File: src/sv/dpq_pkg.sv
package dpq_pkg;

	localparam int CAPACITY_DEF   = 16;
	localparam int DATA_WIDTH_DEF = 32;

	localparam logic [2:0] OP_ENQUEUE  = 3'd0;
	localparam logic [2:0] OP_DEQ_HIGH = 3'd1;
	localparam logic [2:0] OP_DEQ_LOW  = 3'd2;
	localparam logic [2:0] OP_LOOKUP   = 3'd3;
	localparam logic [2:0] OP_CLEAR    = 3'd4;

	localparam logic [1:0] STAT_OK       = 2'd0;
	localparam logic [1:0] STAT_EMPTY    = 2'd1;
	localparam logic [1:0] STAT_FULL     = 2'd2;
	localparam logic [1:0] STAT_NOTFOUND = 2'd3;

	typedef enum logic [1:0] {
		CMD_HOLD,
		CMD_INSERT,
		CMD_SHIFT,
		CMD_MATCH
	} cell_cmd_t;

	typedef struct packed {
		cell_cmd_t  cmd;
		logic [7:0] new_prio;
	} cell_ctl_t;

endpackage

File: src/sv/dpq_cell.sv
module dpq_cell #(
	parameter int DATA_WIDTH = dpq_pkg::DATA_WIDTH_DEF
) (
	input  logic                  clk,
	input  logic                  arst_n,
	input  dpq_pkg::cell_ctl_t    ctl,
	input  logic [DATA_WIDTH-1:0] new_data,
	input  logic                  occupied,
	input  logic                  left_after,
	input  logic [DATA_WIDTH-1:0] left_data,
	input  logic [7:0]            left_prio,
	input  logic [DATA_WIDTH-1:0] right_data,
	input  logic [7:0]            right_prio,
	input  logic                  right_match,
	output logic                  after,
	output logic [DATA_WIDTH-1:0] data,
	output logic [7:0]            prio,
	output logic                  match
);

	logic [DATA_WIDTH-1:0] data_q;
	logic [7:0]            prio_q;
	logic                  match_q;

	// An incoming item stays behind every stored entry of equal or higher priority.
	assign after = occupied && (prio_q >= ctl.new_prio);
	assign data  = data_q;
	assign prio  = prio_q;
	assign match = match_q;

	always_ff @(posedge clk) begin
		case (ctl.cmd)
			dpq_pkg::CMD_INSERT: begin
				if (!after) begin
					if (left_after) begin
						data_q <= new_data;
						prio_q <= ctl.new_prio;
					end else begin
						data_q <= left_data;
						prio_q <= left_prio;
					end
				end
			end
			dpq_pkg::CMD_SHIFT: begin
				data_q <= right_data;
				prio_q <= right_prio;
			end
			default: begin
			end
		endcase
	end

	always_ff @(posedge clk or negedge arst_n) begin
		if (!arst_n) begin
			match_q <= 1'b0;
		end else begin
			case (ctl.cmd)
				dpq_pkg::CMD_SHIFT: match_q <= right_match;
				dpq_pkg::CMD_MATCH: match_q <= occupied && (data_q == new_data);
				default:            match_q <= match_q;
			endcase
		end
	end

endmodule

File: src/sv/double_ended_priority_queue.sv
// Double-ended priority queue built as a row of CAPACITY cells, front at cell 0.
// Input channel (in_valid/in_ready) takes one operation per beat: enqueue,
// dequeue highest, dequeue lowest, lookup by data or clear. Output channel
// (out_valid/out_ready) gives one result beat per operation, or one beat per
// matching entry for a lookup; the final beat of an operation carries last.
// Enqueue and dequeue highest update every cell at once; dequeue lowest and clear
// change only the entry count. Each then reports through the report state once the
// output register is free, and only after that is a new operation taken. A lookup
// compares in its accept cycle and then rotates the whole row once through cell 0,
// one cell per cycle unless a match beat waits on the receiver; a not-found or
// empty beat goes through the report state; match beats leave at cell 0, front to rear.
// The queue takes no new operation until all beats of the current one are
// loaded into the output register. When the receiver stalls, the output
// register holds its beat, and a lookup pauses its rotation on a match.
// Reset empties the queue and drops any pending beat; stored data is left as is.
module double_ended_priority_queue #(
	parameter int CAPACITY   = dpq_pkg::CAPACITY_DEF,
	parameter int DATA_WIDTH = dpq_pkg::DATA_WIDTH_DEF,
	localparam int CNT_W     = $clog2(CAPACITY + 1)
) (
	input  logic                         clk,
	input  logic                         arst_n,
	input  logic                         in_valid,
	output logic                         in_ready,
	input  logic [2:0]                   op,
	input  logic signed [DATA_WIDTH-1:0] item_data,
	input  logic [7:0]                   item_priority,
	output logic                         out_valid,
	input  logic                         out_ready,
	output logic [1:0]                   status,
	output logic                         found,
	output logic [7:0]                   match_priority,
	output logic signed [DATA_WIDTH-1:0] front_data,
	output logic signed [DATA_WIDTH-1:0] rear_data,
	output logic [CNT_W-1:0]             entry_count,
	output logic                         last
);

	localparam int IDX_W = $clog2(CAPACITY);

	typedef enum logic [1:0] {
		ST_IDLE,
		ST_REPORT,
		ST_SCAN
	} state_t;

	state_t                state_q;
	logic [CNT_W-1:0]      count_q;
	logic [IDX_W-1:0]      scan_idx_q;
	logic                  emitted_q;
	logic [1:0]            rep_status_q;
	logic [DATA_WIDTH-1:0] snap_front_q;
	logic [DATA_WIDTH-1:0] snap_rear_q;

	logic                  out_valid_q;
	logic [1:0]            status_q;
	logic                  found_q;
	logic [7:0]            match_prio_q;
	logic [DATA_WIDTH-1:0] front_q;
	logic [DATA_WIDTH-1:0] rear_q;
	logic [CNT_W-1:0]      out_count_q;
	logic                  last_q;

	dpq_pkg::cell_ctl_t    cell_ctl;
	logic [DATA_WIDTH-1:0] cell_data  [CAPACITY];
	logic [7:0]            cell_prio  [CAPACITY];
	logic [CAPACITY-1:0]   cell_after;
	logic [CAPACITY-1:0]   cell_match;
	logic [CAPACITY-1:0]   cell_occ;

	logic                  accept;
	logic                  out_free;
	logic                  out_load;
	logic                  is_empty;
	logic                  is_full;
	logic                  hit;
	logic                  more_hits;
	logic                  scan_step;
	logic                  scan_end;
	logic [DATA_WIDTH-1:0] live_front;
	logic [DATA_WIDTH-1:0] live_rear;

	assign accept    = in_valid && in_ready;
	assign in_ready  = (state_q == ST_IDLE);
	assign out_free  = !out_valid_q || out_ready;
	assign is_empty  = (count_q == '0);
	assign is_full   = (count_q == CNT_W'(CAPACITY));
	assign hit       = cell_match[0];
	assign more_hits = |cell_match[CAPACITY-1:1];
	assign scan_step = (state_q == ST_SCAN) && (!hit || out_free);
	assign scan_end  = (scan_idx_q == IDX_W'(CAPACITY - 1));
	assign out_load  = ((state_q == ST_REPORT) && out_free) || (scan_step && hit);

	assign live_front = is_empty ? '0 : cell_data[0];

	always_comb begin
		live_rear = '0;
		for (int i = 0; i < CAPACITY; i++) begin
			if (count_q == CNT_W'(i + 1)) begin
				live_rear = cell_data[i];
			end
		end
	end

	always_comb begin
		cell_ctl.cmd      = dpq_pkg::CMD_HOLD;
		cell_ctl.new_prio = item_priority;
		if (accept) begin
			unique case (op)
				dpq_pkg::OP_ENQUEUE: begin
					if (!is_full) begin
						cell_ctl.cmd = dpq_pkg::CMD_INSERT;
					end
				end
				dpq_pkg::OP_DEQ_HIGH: begin
					if (!is_empty) begin
						cell_ctl.cmd = dpq_pkg::CMD_SHIFT;
					end
				end
				dpq_pkg::OP_LOOKUP: cell_ctl.cmd = dpq_pkg::CMD_MATCH;
				default:            cell_ctl.cmd = dpq_pkg::CMD_HOLD;
			endcase
		end else if (scan_step) begin
			cell_ctl.cmd = dpq_pkg::CMD_SHIFT;
		end
	end

	// Each cell shifts toward the front; the last cell takes cell 0 back so a
	// full rotation restores the order. A match bit is dropped as it wraps.
	for (genvar i = 0; i < CAPACITY; i++) begin : g_cell
		assign cell_occ[i] = (count_q > CNT_W'(i));

		dpq_cell #(
			.DATA_WIDTH(DATA_WIDTH)
		) u_cell (
			.clk        (clk),
			.arst_n     (arst_n),
			.ctl        (cell_ctl),
			.new_data   ($unsigned(item_data)),
			.occupied   (cell_occ[i]),
			.left_after ((i == 0) ? 1'b1 : cell_after[(i == 0) ? 0 : i - 1]),
			.left_data  (cell_data[(i == 0) ? 0 : i - 1]),
			.left_prio  (cell_prio[(i == 0) ? 0 : i - 1]),
			.right_data (cell_data[(i == CAPACITY - 1) ? 0 : i + 1]),
			.right_prio (cell_prio[(i == CAPACITY - 1) ? 0 : i + 1]),
			.right_match((i == CAPACITY - 1) ? 1'b0 : cell_match[(i == CAPACITY - 1) ? 0 : i + 1]),
			.after      (cell_after[i]),
			.data       (cell_data[i]),
			.prio       (cell_prio[i]),
			.match      (cell_match[i])
		);
	end

	always_ff @(posedge clk or negedge arst_n) begin
		if (!arst_n) begin
			state_q      <= ST_IDLE;
			count_q      <= '0;
			scan_idx_q   <= '0;
			emitted_q    <= 1'b0;
			rep_status_q <= dpq_pkg::STAT_OK;
			snap_front_q <= '0;
			snap_rear_q  <= '0;
			out_valid_q  <= 1'b0;
			status_q     <= dpq_pkg::STAT_OK;
			found_q      <= 1'b0;
			match_prio_q <= '0;
			front_q      <= '0;
			rear_q       <= '0;
			out_count_q  <= '0;
			last_q       <= 1'b0;
		end else begin
			if (out_load) begin
				out_valid_q <= 1'b1;
			end else if (out_ready) begin
				out_valid_q <= 1'b0;
			end
			unique case (state_q)
				ST_IDLE: begin
					if (accept) begin
						state_q <= (op == dpq_pkg::OP_LOOKUP) ? ST_SCAN : ST_REPORT;
						unique case (op)
							dpq_pkg::OP_ENQUEUE: begin
								if (is_full) begin
									rep_status_q <= dpq_pkg::STAT_FULL;
								end else begin
									rep_status_q <= dpq_pkg::STAT_OK;
									count_q      <= count_q + 1'b1;
								end
							end
							dpq_pkg::OP_DEQ_HIGH, dpq_pkg::OP_DEQ_LOW: begin
								if (is_empty) begin
									rep_status_q <= dpq_pkg::STAT_EMPTY;
								end else begin
									rep_status_q <= dpq_pkg::STAT_OK;
									count_q      <= count_q - 1'b1;
								end
							end
							dpq_pkg::OP_LOOKUP: begin
								scan_idx_q   <= '0;
								emitted_q    <= 1'b0;
								snap_front_q <= live_front;
								snap_rear_q  <= live_rear;
							end
							dpq_pkg::OP_CLEAR: begin
								rep_status_q <= dpq_pkg::STAT_OK;
								count_q      <= '0;
							end
							default: rep_status_q <= dpq_pkg::STAT_OK;
						endcase
					end
				end
				ST_REPORT: begin
					if (out_free) begin
						state_q      <= ST_IDLE;
						status_q     <= rep_status_q;
						found_q      <= 1'b0;
						match_prio_q <= '0;
						front_q      <= live_front;
						rear_q       <= live_rear;
						out_count_q  <= count_q;
						last_q       <= 1'b1;
					end
				end
				ST_SCAN: begin
					if (scan_step) begin
						scan_idx_q <= scan_idx_q + 1'b1;
						if (hit) begin
							emitted_q    <= 1'b1;
							status_q     <= dpq_pkg::STAT_OK;
							found_q      <= 1'b1;
							match_prio_q <= cell_prio[0];
							front_q      <= snap_front_q;
							rear_q       <= snap_rear_q;
							out_count_q  <= count_q;
							last_q       <= !more_hits;
						end
						if (scan_end) begin
							if (emitted_q || hit) begin
								state_q <= ST_IDLE;
							end else begin
								state_q      <= ST_REPORT;
								rep_status_q <= is_empty ? dpq_pkg::STAT_EMPTY
								                         : dpq_pkg::STAT_NOTFOUND;
							end
						end
					end
				end
				default: state_q <= ST_IDLE;
			endcase
		end
	end

	assign out_valid      = out_valid_q;
	assign status         = status_q;
	assign found          = found_q;
	assign match_priority = match_prio_q;
	assign front_data     = $signed(front_q);
	assign rear_data      = $signed(rear_q);
	assign entry_count    = out_count_q;
	assign last           = last_q;

`ifndef SYNTHESIS
	a_count_bound: assert property (@(posedge clk) disable iff (!arst_n)
		count_q <= CNT_W'(CAPACITY))
		else $error("entry count above capacity");

	a_idle_no_match: assert property (@(posedge clk) disable iff (!arst_n)
		(state_q == ST_IDLE) |-> (cell_match == '0))
		else $error("match bits left over after a lookup");

	a_found_ok: assert property (@(posedge clk) disable iff (!arst_n)
		out_valid_q && found_q |-> (status_q == dpq_pkg::STAT_OK))
		else $error("match beat with a status other than ok");

	a_no_stomp: assert property (@(posedge clk) disable iff (!arst_n)
		out_valid_q && !out_ready |=> out_valid_q && $stable(status_q) && $stable(last_q))
		else $error("stalled result beat overwritten");

	a_match_in_range: assert property (@(posedge clk) disable iff (!arst_n)
		(cell_match & ~cell_occ) == '0)
		else $error("match bit outside the stored entries");
`endif

endmodule

File: config.mk
export PLATFORM = sky130hd
export DESIGN_NAME = double_ended_priority_queue
export DESIGN_NICKNAME = d
export VERILOG_FILES = /design/src/sv/dpq_pkg.sv /design/src/sv/dpq_cell.sv /design/src/sv/double_ended_priority_queue.sv
export SDC_FILE = /design/constraint.sdc
export NUM_CORES = 2
export LEC_CHECK = 0
export BUFFER_PORTS_ARGS = -buffer_cell sky130_fd_sc_hd__buf_2
export CELL_PAD_IN_SITES_DETAIL_PLACEMENT = 0
export CELL_PAD_IN_SITES_GLOBAL_PLACEMENT = 1
export CORE_MARGIN = 2
export CORE_UTILIZATION = 30
export DETAILED_ROUTE_END_ITERATION = 6
export GPL_ROUTABILITY_DRIVEN = 0
export GPL_TIMING_DRIVEN = 0
export PLACE_DENSITY = 0.65
export SLEW_MARGIN = 20
export SYNTH_ARGS = -nofsm -noshare
export SYNTH_HDL_FRONTEND = slang
export SYNTH_HIERARCHICAL = 1
export SYNTH_SLANG_ARGS = --single-unit
File: constraint.sdc
create_clock -name clk -period 20.8 [get_ports clk]
set_input_delay 4.16 -clock clk [delete_from_list [all_inputs] [get_ports clk]]
set_output_delay 4.16 -clock clk [all_outputs]
set_load 0.005 [all_outputs]
**Word-level counts from Yosys, hierarchy flattened**

Index checks and enable logic that the tools add are counted.

- Flip-flop bits (word level): 816
- Bits in latches: 0
- Memory bits (writable): 0
- ROM bits: 0
- Bits of input ports: 47
- Memories kept: 0

- $add $sub $neg: 3
- Multipliers: 0
- Div/mod/pow operators: 0
- Order comparisons: 32
- Equality and inequality tests: 68
- Shifts and indexed selects: 0
- Multiplexer cells: 188
- Bitwise gates (word level): 0
- Reduce and logical (&&, ||, !) cells: 77

Operator list:

| operator | count |
|---|---|
| two-way mux 32 bit | 54 |
| one-hot mux 32 bit (2 select lines) | 18 |
| == test 32 bit | 16 |
| two-way mux 8 bit | 34 |
| one-hot mux 8 bit (2 select lines) | 17 |
| >= comparator 8 bit | 16 |
| inequality test 2 bit, second input constant | 23 |
| == test 5 x 4 -> 1 bit, second input constant | 8 |
| > comparator 5 x 4 -> 1 bit, second input constant | 8 |
| one-hot mux 1 bit (2 select lines) | 19 |
| logical AND 1 bit | 36 |
| two-way mux 2 bit | 17 |
| AND reduction 2 bit | 16 |
| two-way mux 5 bit | 5 |
| == test 5 x 3 -> 1 bit, second input constant | 4 |
| > comparator 5 x 3 -> 1 bit, second input constant | 4 |
| one-hot mux 2 bit (3 select lines) | 3 |
| one-hot mux 5 bit (3 select lines) | 1 |
| OR reduction 15 bit | 1 |
| two-way mux 1 bit | 13 |
| two-way mux 4 bit | 3 |
| AND reduction 4 bit | 3 |
| == test 5 x 2 -> 1 bit, second input constant | 2 |
| > comparator 5 x 1 -> 1 bit, second input constant | 2 |
| other kinds (27) | 45 |

**Longest topological paths before layout**

- Depth in word-level cells: 19
- Depth in mapped cells: 15

**Cells and area by module**

The synthesis kept the hierarchy.

By module, submodules not included:

| module | instances | cells an instance | area each (µm²) |
|---|---|---|---|
| dpq_cell | 16 | 253 | 2653.8 |
| double_ended_priority_queue | 1 | 1599 | 11986.5 |

**Worst setup path after synthesis**

OpenSTA, ideal clock, no wires.

- Kind: input-to-reg
- Start point: input port op[1]
- End point: register g_cell[0].u_cell.data_q[0] (enable)
- Setup time: 0.446 ns
- Arrival: 9.155 ns
- Data required time: 20.354 ns
- Slack: 11.199 ns
- Cell stages on the path: 5
- Path buffers: 0
- Cell sequence: nor2_1 nand2_1 a211oi_1 nand2b_1 o21bai_1

RTL lines:

| item | RTL line | text |
|---|---|---|
| start: declaration | double_ended_priority_queue.sv:25 | `input logic [2:0] op,` |
| end signal: assignment | dpq_cell.sv:36 | `data_q <= new_data;` |
| end signal: assignment | dpq_cell.sv:39 | `data_q <= left_data;` |
| end signal: assignment | dpq_cell.sv:45 | `data_q <= right_data;` |
| end: declaration | dpq_cell.sv:21 | `logic [DATA_WIDTH-1:0] data_q;` |

**Worst setup path in the final report**

- Start point: input port item_priority[6]
- End point: register g_cell[13].u_cell.data_q[24] (data pin)

- Word-level cells in the longest chain between the ends: 5

Ends and longest elaborated chain:

| item | RTL line | text |
|---|---|---|
| start: declaration | double_ended_priority_queue.sv:27 | `input logic [7:0] item_priority,` |
| >= comparator 8 bit | dpq_cell.sv:26 | `assign after = occupied && (prio_q >= ctl.new_prio);` |
| logical AND 1 bit | dpq_cell.sv:26 |  |
| named net cell_after[12] | double_ended_priority_queue.sv:67 | `logic [CAPACITY-1:0] cell_after;` |
| two-way mux 32 bit | dpq_cell.sv:35 | `if (left_after) begin` |
| two-way mux 32 bit | dpq_cell.sv:34 | `if (!after) begin` |
| one-hot mux 32 bit (2 select lines) | dpq_cell.sv:32 | `case (ctl.cmd)` |
| end signal: assignment | dpq_cell.sv:36 |  |
| end signal: assignment | dpq_cell.sv:39 |  |
| end signal: assignment | dpq_cell.sv:45 |  |
| end: declaration | dpq_cell.sv:21 |  |

The timed path passes the listed nets, and every way through them passes these cells. The select of a mux whose other input is x is not followed.
A chain may end at the register's enable or synchronous reset.

==> load_flow_metrics.sql <==
INSERT INTO impl_metrics (metric_group, metric, value, unit) VALUES
('critical_path', 'startpoint_of_the_worst_slack_reg_to_reg_timing_path', 'count_q[1]', ''),
('detailed_routing', 'drtIter0Drc', '7934', ''),
('clocking', 'clkSlewWorstSetupHoldPaths', '0.06', 'ns'),
('run_status', 'failed_checks', 'DRC', ''),
('detailed_routing', 'postRouteWirelength', '282000', 'µm'),
('placed_design', 'port-buffer-count', '128', ''),
('detailed_routing', 'vias', '50700', ''),
('critical_path', 'timing.reg2reg.setup_slack', '15.35', 'ns'),
('logic_synthesis', 'number_of_synthesized_flops_with_an_enable_pin', '640', ''),
('logic_synthesis', 'synth_async_sr_flop_share', '21.6', '%'),
('critical_path', 'worstPathArrival', '7.30', 'ns'),
('critical_path', 'timing.critical_path.required', '21.27', 'ns'),
('hold_path', 'holdPathEnd', 'snap_rear_q[11]', ''),
('floorplan', 'initial_utilization', '30.2', '%'),
('floorplan', 'design.die.area', '185000', 'µm²'),
('power', 'totalPowerFinal', '9.93', 'mW'),
('clocking', 'cts_num_sinks', '816', ''),
('floorplan', 'floorplan.io_pins', '130', ''),
('detailed_routing', 'dr.pass1.iters', '7', ''),
('detailed_routing', 'final_antenna_net_count', '0', ''),
('detailed_routing', 'drc_errors', '8', ''),
('logic_synthesis', 'synthesis.nets', '5829', ''),
('clocking', 'cts_setup_buffers', '0', ''),
('final_layout', 'final_cell_mix', '961 x nand2_1, 646 x o21ai_1, 641 x mux2i_1, 640 x edfxtp_1, 465 x xnor2_1', ''),
('logic_synthesis', 'ys_dominant_reg_cell', 'edfxtp_1', ''),
('final_layout', 'finish.net_count', '6100', ''),
('power', 'power.share.switching', '46.6', '%'),
('timing', 'final.setup.tns', '0', 'ns'),
('timing', 'max_clock_freq', '146', 'MHz'),
('run_status', 'run_status', 'finished, violations left', ''),
('detailed_routing', 'detail_route.vias_per_cell', '6.05', ''),
('grt', 'first_global_vias', '47300', ''),
('grt', 'global_route_wire_length_before_repair', '384000', 'µm'),
('hold_path', 'launch_point_of_the_worst_hold_path', 'snap_rear_q[11]', ''),
('logic_synthesis', 'synthTopCellsByArea', 'edfxtp_1 35%, mux2i_1 12%, dfrtp_1 8.1%', ''),
('timing', 'timing_max_transition_violations_final', '0', ''),
('floorplan', 'design.core.area', '181000', 'µm²'),
('placed_design', 'hpwl', '209000', 'µm'),
('clocking', 'cts_inserted_buffers', '97', ''),
('critical_path', 'critPathLaunchType', 'input port', ''),
('logic_synthesis', 'mappedNetlistArea', '54400', 'µm²'),
('timing', 'fin_worst_skew', '0.0321', 'ns'),
('grt', 'initial_antenna_violation_count', '13', ''),
('run', 'maxCapViolCount', '0', ''),
('timing', 'finalSetupViolations', '0', ''),
('hold_path', 'worst_hold_path.num_cells', '2', ''),
('logic_synthesis', 'synth.distinct_cells', '78', ''),
('power', 'total_leakage_power', '22.7', 'nW'),
('clocking', 'post_cts_hold_buffer_count', '0', ''),
('power', 'netSwitchingPower', '4.63', 'mW'),
('floorplan', 'die-height', '430', 'µm'),
('power', 'p_comb_share', '43.0', '%'),
('critical_path', 'critical_path.max_fanout', '32', ''),
('grt', 'global_route.usage.total', '29.4', '%'),
('power', 'power_density', '159', 'nW/µm²'),
('grt', 'globalRoute.totalOverflow', '0', ''),
('critical_path', 'endpoint_kind', 'register', ''),
('final_layout', 'final_layout_size_suffix_gt1_share', '10.7', '%'),
('power', 'max-vdd-ir-drop', '0.0759', 'mV'),
('logic_synthesis', 'synth.largest_area_cell', 'edfxtp_1', ''),
('floorplan', 'die-width', '430', 'µm'),
('logic_synthesis', 'synth.yosys.warnings', '6', ''),
('grt', 'maximum_number_of_pins_on_one_net_before_global_route_repair', '66', ''),
('power', 'clock_power_share', '17.6', '%'),
('power', 'share_seq_of_total_power', '39.4', '%'),
('final_layout', 'layout.cells.most_common', 'nand2_1', ''),
('clocking', 'post_cts.resized_instances', '0', ''),
('logic_synthesis', 'netlist_instances', '5647', ''),
('power', 'internal_power', '5.30', 'mW'),
('floorplan', 'fp-row-count', '156', ''),
('timing', 'timing.final.hold_violations', '0', '');
## cell families after synthesis
logic type	synth area share, %
AOI/OAI and AO/OA	14.4
xor gates and xnor gates	8.28
adders and majority gates	3.10
buffers and inverters	4.96
DFF	43.4
muxes	11.8
other	0.0138
and+or+nand+nor	14.1
## worst max-delay path by stage
stage / from / to / depth (start not counted)
floorplan: op[1] / g_cell[0].u_cell/data[0] / 5
global placement: op[1] / g_cell[2].u_cell/data[16] / 6
detailed placement: item_priority[6] / g_cell[15].u_cell/prio[7] / 10
CTS: item_priority[6] / g_cell[15].u_cell/prio[7] / 10
global route: item_priority[6] / g_cell[13].u_cell/data[19] / 10
finish: item_priority[6] / g_cell[13].u_cell/data[24] / 10
## synthesized netlist by cell type (7+ instances only)
| cell type | instances |
|---|---|
| o2111ai_1 | 11 |
| a22oi_1 | 14 |
| buf_1 | 7 |
| edfxtp_1 | 640 |
| nor2_1 | 156 |
| a31oi_1 | 42 |
| o21bai_1 | 16 |
| dfrtp_1 | 176 |
| mux2i_1 | 641 |
| nand4_1 | 140 |
| a311o_1 | 7 |
| a211oi_1 | 24 |
| o221ai_1 | 26 |
| a2111oi_0 | 11 |
| a32oi_1 | 9 |
| o21ai_0 | 93 |
| a221o_1 | 24 |
| and3_1 | 34 |
| nor4_1 | 66 |
| a211o_1 | 11 |
| a211oi_2 | 10 |
| or3_1 | 14 |
| a21oi_1 | 174 |
| nand2b_1 | 40 |
| o31ai_1 | 64 |
| or2_2 | 7 |
| o22ai_1 | 57 |
| nor3_1 | 55 |
| o211ai_1 | 21 |
| nor2b_1 | 55 |
| nand2_1 | 962 |
| ha_1 | 135 |
| a22o_1 | 12 |
| buf_4 | 105 |
| inv_1 | 138 |
| buf_6 | 19 |
| o21ai_1 | 641 |
| nand3_1 | 112 |
| xnor2_1 | 465 |
| a221oi_1 | 14 |
| o21a_1 | 27 |
| clkbuf_1 | 101 |
| and4_1 | 17 |
| buf_2 | 153 |
| xor2_1 | 50 |
## layout make-up
class / instances / area (µm²)
fill: 18500 / 118000
multi-input combinational: 4306 / 28400
sequential: 816 / 23600
tap: 2370 / 2970
clock buffer: 129 / 2700
buffer: 386 / 2180
timing repair buffer: 172 / 1700
inverter: 139 / 522
clock inverter: 46 / 414
antenna: 8 / 20.0
## metrics by stage
| step | instances | instance area [µm²] | util [%] | worst slack (ns) | hold slack [ns] |
|---|---|---|---|---|---|
| global placement | 8145 | 58100 | 32.2 | 2.83 | 0.450 |
| detailed placement | 8189 | 59300 | 32.9 | 13.39 | 0.457 |
| floorplan | 5647 | 54400 | - | 11.20 | 0.440 |
| global route | 8365 | 62500 | 34.6 | 13.96 | 0.482 |
| CTS | 8364 | 62500 | 34.6 | 14.14 | 0.470 |
| finish | 8372 | 62500 | 34.6 | 13.97 | 0.468 |
## per-layer routing
| metal | share of wire, % | GRT usage, % | wire length (µm) | up-vias |
|---|---|---|---|---|
| met2 | 41 | 42.4 | 116000 | 3764 |
| li1 | - | - | - | 21100 |
| met1 | 39 | 38.9 | 109000 | 24900 |
| met3 | 13 | 7.62 | 35400 | 812 |
| met5 | 0.027 | 0 | 77 | - |
| met4 | 7.6 | 18.9 | 21400 | 12 |
## sequential cells by signal (all words and copies together) (netlist names)
register / cells
front_data: 32
count_q: 5
scan_idx_q: 4
emitted_q: 1
g_cell.u_cell/data: 512
match_priority: 8
snap_front_q: 32
state_q: 2
rep_status_q: 2
entry_count: 5
last: 1
found: 1
g_cell.u_cell/match: 16
out_valid: 1
status: 2
rear_data: 32
snap_rear_q: 32
g_cell.u_cell/prio: 128
## critical path, stage by stage
cell      delay [ns]
buf_2           0.75
inv_1           0.11
ha_1            0.34
and4_1          0.20
nand2_1         0.06
o211ai_1        0.55
buf_2           0.26
buf_2           0.32
mux2i_1         0.34
o21ai_1         0.10
## power by group through the flow
stage | sequential [mW] | combinational, mW | clock (mW)
finish | 3.91 | 4.27 | 1.75
detailed placement | 3.84 | 4.11 | 0
global placement | 3.89 | 3.90 | 0
floorplan | 3.11 | 2.80 | 0
CTS | 3.81 | 4.13 | 1.75
global route | 3.87 | 4.53 | 1.81
(Power assumes the default switching activity.)
